==> config.mk <==
export PLATFORM = sky130hd
export DESIGN_NAME = bbt_div
export DESIGN_NICKNAME = d
export VERILOG_FILES = /design/src/hw/rtl/bbt_pkg.sv /design/src/hw/rtl/bbt_div.sv
export SDC_FILE = /design/constraint.sdc
export NUM_CORES = 2
export LEC_CHECK = 0
export BUFFER_PORTS_ARGS = -buffer_cell sky130_fd_sc_hd__buf_2
export CAP_MARGIN = 20
export CORE_MARGIN = 2
export CORE_UTILIZATION = 40
export DETAILED_ROUTE_END_ITERATION = 16
export PLACE_DENSITY = 0.64
export SLEW_MARGIN = 0
export SYNTH_ARGS = -nofsm -noshare
export SYNTH_HDL_FRONTEND = slang
export SYNTH_SLANG_ARGS = --single-unit
==> constraint.sdc <==
create_clock -name clk -period 6.9 [get_ports clk]
set_input_delay 0.69 -clock clk [delete_from_list [all_inputs] [get_ports clk]]
set_output_delay 0.69 -clock clk [all_outputs]
set_load 0.01 [all_outputs]
==> src/hw/rtl/bbt_pkg.sv <==
// ----------------------------------------------------------------------------
// bbt_pkg
// Shared types, constants and the knot table of the blackbody colour block.
// ----------------------------------------------------------------------------
package bbt_pkg;

	// knot and channel formats
	typedef logic [16:0] knot_t;     // unsigned Q1.16
	typedef knot_t [3:0] knot4_t;    // four consecutive knots of one channel
	typedef logic [16:0] chan_t;     // spline result, unsigned Q1.16
	typedef logic [18:0] pix_t;      // normalised output, unsigned Q3.16

	// temperature range and segment split
	localparam logic [15:0] TEMP_MIN   = 16'd1000;
	localparam logic [15:0] TEMP_MAX   = 16'd10000;
	localparam logic [13:0] TEMP_SPAN  = 14'd9000;
	localparam logic [13:0] SEG_RECIP  = 14'd8389;   // ceil(2^22 / 500)
	localparam logic [8:0]  SEG_SPAN   = 9'd500;

	// spline scaling: value = n / 250e6, split as (n >> 7) / 5^9
	localparam logic [31:0] DIV_RECIP  = 32'd2305843009; // floor(2^52 / 5^9)
	localparam logic [20:0] SPLINE_DIV = 21'd1953125;

	// output saturation and pipeline length ahead of the output register
	localparam pix_t        OUT_SAT    = 19'd327679;
	localparam int          PIPE_DEPTH = 34;

	// knot table, {red, green, blue}
	function automatic logic [50:0] knot_row(input logic [4:0] idx);
		logic [50:0] row;
		case (idx)
			5'd0:    row = {17'd65536, 17'd1802,  17'd0};
			5'd1:    row = {17'd65536, 17'd1802,  17'd0};
			5'd2:    row = {17'd65536, 17'd9808,  17'd0};
			5'd3:    row = {17'd65536, 17'd16819, 17'd531};
			5'd4:    row = {17'd65536, 17'd24382, 17'd4420};
			5'd5:    row = {17'd65536, 17'd31243, 17'd10066};
			5'd6:    row = {17'd65536, 17'd37380, 17'd16987};
			5'd7:    row = {17'd65536, 17'd42826, 17'd24717};
			5'd8:    row = {17'd65536, 17'd47637, 17'd32873};
			5'd9:    row = {17'd65536, 17'd51875, 17'd41160};
			5'd10:   row = {17'd65536, 17'd55605, 17'd49364};
			5'd11:   row = {17'd65536, 17'd58889, 17'd57338};
			5'd12:   row = {17'd65536, 17'd61785, 17'd64988};
			5'd13:   row = {17'd59438, 17'd58357, 17'd65536};
			5'd14:   row = {17'd54280, 17'd55171, 17'd65536};
			5'd15:   row = {17'd50187, 17'd52553, 17'd65536};
			5'd16:   row = {17'd46875, 17'd50370, 17'd65536};
			5'd17:   row = {17'd44150, 17'd48524, 17'd65536};
			5'd18:   row = {17'd41877, 17'd46947, 17'd65536};
			5'd19:   row = {17'd39956, 17'd45586, 17'd65536};
			5'd20:   row = {17'd39956, 17'd45586, 17'd65536};
			5'd21:   row = {17'd39956, 17'd45586, 17'd65536};
			default: row = {17'd39956, 17'd45586, 17'd65536};
		endcase
		return row;
	endfunction

endpackage

==> src/hw/rtl/bbt_div.sv <==
// ----------------------------------------------------------------------------
// bbt_div
// Pipelined restoring divider, one quotient bit per stage, with overflow
// and zero-divisor flags and saturation of the result.
// ----------------------------------------------------------------------------
module bbt_div (
	input  logic          clk,
	input  logic          en,
	input  logic [45:0]   num,
	input  logic [29:0]   den,
	output bbt_pkg::pix_t q
);

	logic [45:0] rem_s  [0:19];
	logic [29:0] den_s  [0:19];
	logic [18:0] q_s    [0:19];
	logic        ovf_s  [0:19];
	logic        zero_s [0:19];

	// first stage: quotient would not fit in 19 bits, or divisor is zero
	always_ff @(posedge clk) begin
		if (en) begin
			rem_s[0]  <= num;
			den_s[0]  <= den;
			q_s[0]    <= '0;
			ovf_s[0]  <= (30'(num[45:19]) >= den);
			zero_s[0] <= (den == '0);
		end
	end

	// one quotient bit per stage, most significant first
	for (genvar k = 1; k <= 19; k++) begin : g_bit
		localparam int B = 19 - k;
		logic [48:0] dsh;
		logic [48:0] diff;
		logic        take;

		assign dsh  = 49'(den_s[k-1]) << B;
		assign diff = 49'(rem_s[k-1]) - dsh;
		assign take = (49'(rem_s[k-1]) >= dsh);

		always_ff @(posedge clk) begin
			if (en) begin
				rem_s[k]  <= take ? diff[45:0] : rem_s[k-1];
				q_s[k]    <= take ? (q_s[k-1] | (19'd1 << B)) : q_s[k-1];
				den_s[k]  <= den_s[k-1];
				ovf_s[k]  <= ovf_s[k-1];
				zero_s[k] <= zero_s[k-1];
			end
		end
	end

	// saturate, zero divisor gives zero
	always_comb begin
		if (zero_s[19])
			q = '0;
		else if (ovf_s[19] || (q_s[19] > bbt_pkg::OUT_SAT))
			q = bbt_pkg::OUT_SAT;
		else
			q = q_s[19];
	end

endmodule

==> reports/metrics.csv <==
metric,value,unit
crit_chain,ha_1 -> nand4_1 -> nor2_1 -> o31ai_1 -> o2bb2ai_1 -> o41ai_2 -> a21oi_1 -> o31ai_4 -> buf_4 -> o2111ai_1 -> nor4_1 -> xor2_1,
cts_buffers,179,
setup_tns,0,ps
crit_path_end_kind,register,
grt.busiest_layer,met2,
final_antenna_net_count,0,
place_inst,10610,
setup_viol,0,
cp_num_buf_inv,1,
start_util,40.31,%
regToRegStartpoint,rem_s[17][9],
crit_arrival,5620,ps
crit_start,rem_s[17][9],
skew,23.42,ps
grt_max_degree,172,
netlist_instances,7659,
post-route-min-period,5064,ps
slew_headroom,25.98,%
met3_usage,2.242,%
worstHoldStart,num[41],
hold_path_class,input pin to register,
synth_xor_area_share,5.586,%
routed-via-count,57740,
nNetsFinal,8550,
via_per_inst,5.260,
ys_async_sr_fraction,0,%
use_met2,32.49,%
yosys.area.top_type,edfxtp_1,
grt_use_total,16.47,%
yosysUniqueCellTypes,101,
netlist_area,89690,sq um
pre_cts_ws,2080,ps
drc,0,
cap_viol_max_count,0,
rows,173,
drive_gt1_share,8.625,%
synth_adder_area_share,8.688,%
grt_pass1_vias,59500,
peakVddDrop,0.0002994,V
slew_violations,0,
syn_to_final_growth,11.30,%
stdcell_count,10980,
cts_num_sinks,1674,
post-dp-hpwl,144.0,mm
synth_edf_count,1674,
routed_wl,191.0,mm
rsz0062_at_grt,false,
tritoncts,yes,
die_y,477.5,um
dr.pass1.iters,12,
path_class,register to register,
status,"complete, no violations",
yosys_warnings,0,
crit_required,7460,ps
grt_antenna_before_repair,2,
slowest_stage,o41ai_2,
cp-start-kind,register,
layout_common_cells,"1674 x edfxtp_1, 747 x inv_1, 599 x a21oi_1",
gp_congestion,1.007,
min_period_over_period,73.38,%
synth_compound_area_share,13.58,%
ys_ff_latch,1674,
cts_buffer_depth,3,
synthSimpleGateAreaFrac,9.538,%
synth_top_area_share,56.05,%
io_pins,97,
syn_nets,8349,
core,222500,sq um
fin_ws,1836,ps
die_x,477.5,um
timing.fmax,197.5,MHz
wl_per_cell,17.40,um
gr-total-overflow,0,
synth_top_family_by_area,compound AO/OA/AOI/OAI gates,
layout_commonest_cell,edfxtp_1,
clk_latency,820,ps
synthFlopType,edfxtp_1,
die_area,228000,sq um
synthTopCellsByArea,"edfxtp_1 56%, ha_1 8.3%, xnor2_1 3.4%",
drt_iter0_drc,3703,
synth_mux_area_share,2.659,%
grtUsageMet1,15.83,%
cpPeakStageDelay,650,ps
synth_seq_area_share,56.05,%
crit_fanout,53,
finish.utilization,44.86,%
worst_slew_pin_slew,1082,ps
p_leak,38.98,nW
clk_pin_slew,60,ps
io_buffers,96,
power_density,396.9,nW/um^2
hold_violations,0,
grt_first_pass_wirelength,303.7,mm
cts_root_buffer,clkbuf_16,
crit_family,compound AO/OA/AOI/OAI gates,
avgSynthCellArea,11.71,sq um
cts-resized-gates,0,
htreeDepth,4,
-- final cells by class --
type / count / area [sq um]
inverters: 747 / 2804
repair buffers: 182 / 1351
diodes: 2 / 5.005
clock buffers: 229 / 4667
flip-flops and latches: 1674 / 50270
clock inverters: 92 / 977.2
fillers: 20080 / 122700
well taps: 2975 / 3722
multi-input cells: 5076 / 36030
-- power by group --
part	switching [mW]	internal [mW]	leakage, nW
Sequential	1.23	14.2	16.2
Combinational	8.48	6.52	20.0
Clock	3.97	5.23	2.73
-- metal layers --
layer,up-vias,part of all wire (%),routed length [um]
li1,28660,-,-
met1,27230,36,69000
met2,1314,54,104100
met3,543,2.9,5555
met4,0,6.5,12350
met5,-,0,0
-- state kept, by name (all words and copies together), names as in the netlist --
| signal | flops |
|---|---|
| rem_s | 874 |
| zero_s | 20 |
| q_s | 190 |
| ovf_s | 20 |
| den_s | 570 |
-- per-stage QoR --
| stage | area [sq um] | power [mW] | hold slack, ps |
|---|---|---|---|
| finish | 99830 | 39.62 | 82.91 |
| global route | 99820 | 42.21 | 14.04 |
| CTS | 99820 | 39.76 | 1.127 |
| detailed placement | 93750 | 30.34 | 404.5 |
| global placement | 93730 | 29.98 | 400.5 |
| floorplan | 89690 | 26.65 | 400.3 |
-- cell usage after synthesis, types with 11 or more instances --
cell type / instances
and2_1: 24
a21oi_1: 599
o21ai_0: 460
nor2_1: 445
xnor2_1: 349
or2_2: 32
a31o_2: 25
nor2b_1: 72
mux2_2: 202
a31oi_1: 58
nand3b_1: 11
o21bai_1: 80
nand2_1: 513
nand2b_1: 76
nand4b_1: 16
buf_2: 38
xor2_1: 223
clkbuf_1: 107
fa_1: 18
a211oi_1: 57
o21a_1: 81
a211o_1: 13
or3_1: 38
nor4b_1: 14
a21boi_0: 16
nand4_1: 86
nor4_1: 73
inv_1: 747
buf_1: 11
o221ai_1: 11
o31a_1: 20
and3_1: 48
nor3_1: 106
nor3b_1: 16
ha_1: 594
mux2i_1: 11
or4_1: 21
nand3_1: 121
edfxtp_1: 1674
o211ai_1: 35
o31ai_1: 44
a21o_1: 271
-- final timing paths --
check / endpoint / slack [ps] / cells past startpoint
setup / recovery: rem_s[18][42] / 1840 / 12
hold / removal: rem_s[0][41] / 80 / 1
setup reg to reg: rem_s[18][42] / 1840 / 12
hold reg to reg: q_s[3][30] / 410 / 0
-- logic make-up (layout without fill, tap and decap cells) --
group,count (synthesis),count (layout)
buf+inv,909,1250
mux,213,213
other cells,0,2
fa+ha+maj,612,612
flops,1674,1674
compound gates,1928,1928
xor+xnor,572,572
simple gates,1751,1751
-- what timing repair did --
item	4_1_cts	5_1_grt
setup buffers	0	0
hold endpoints to repair	43	0
hold buffers	43	0
Power figures use the tool's default switching activity.
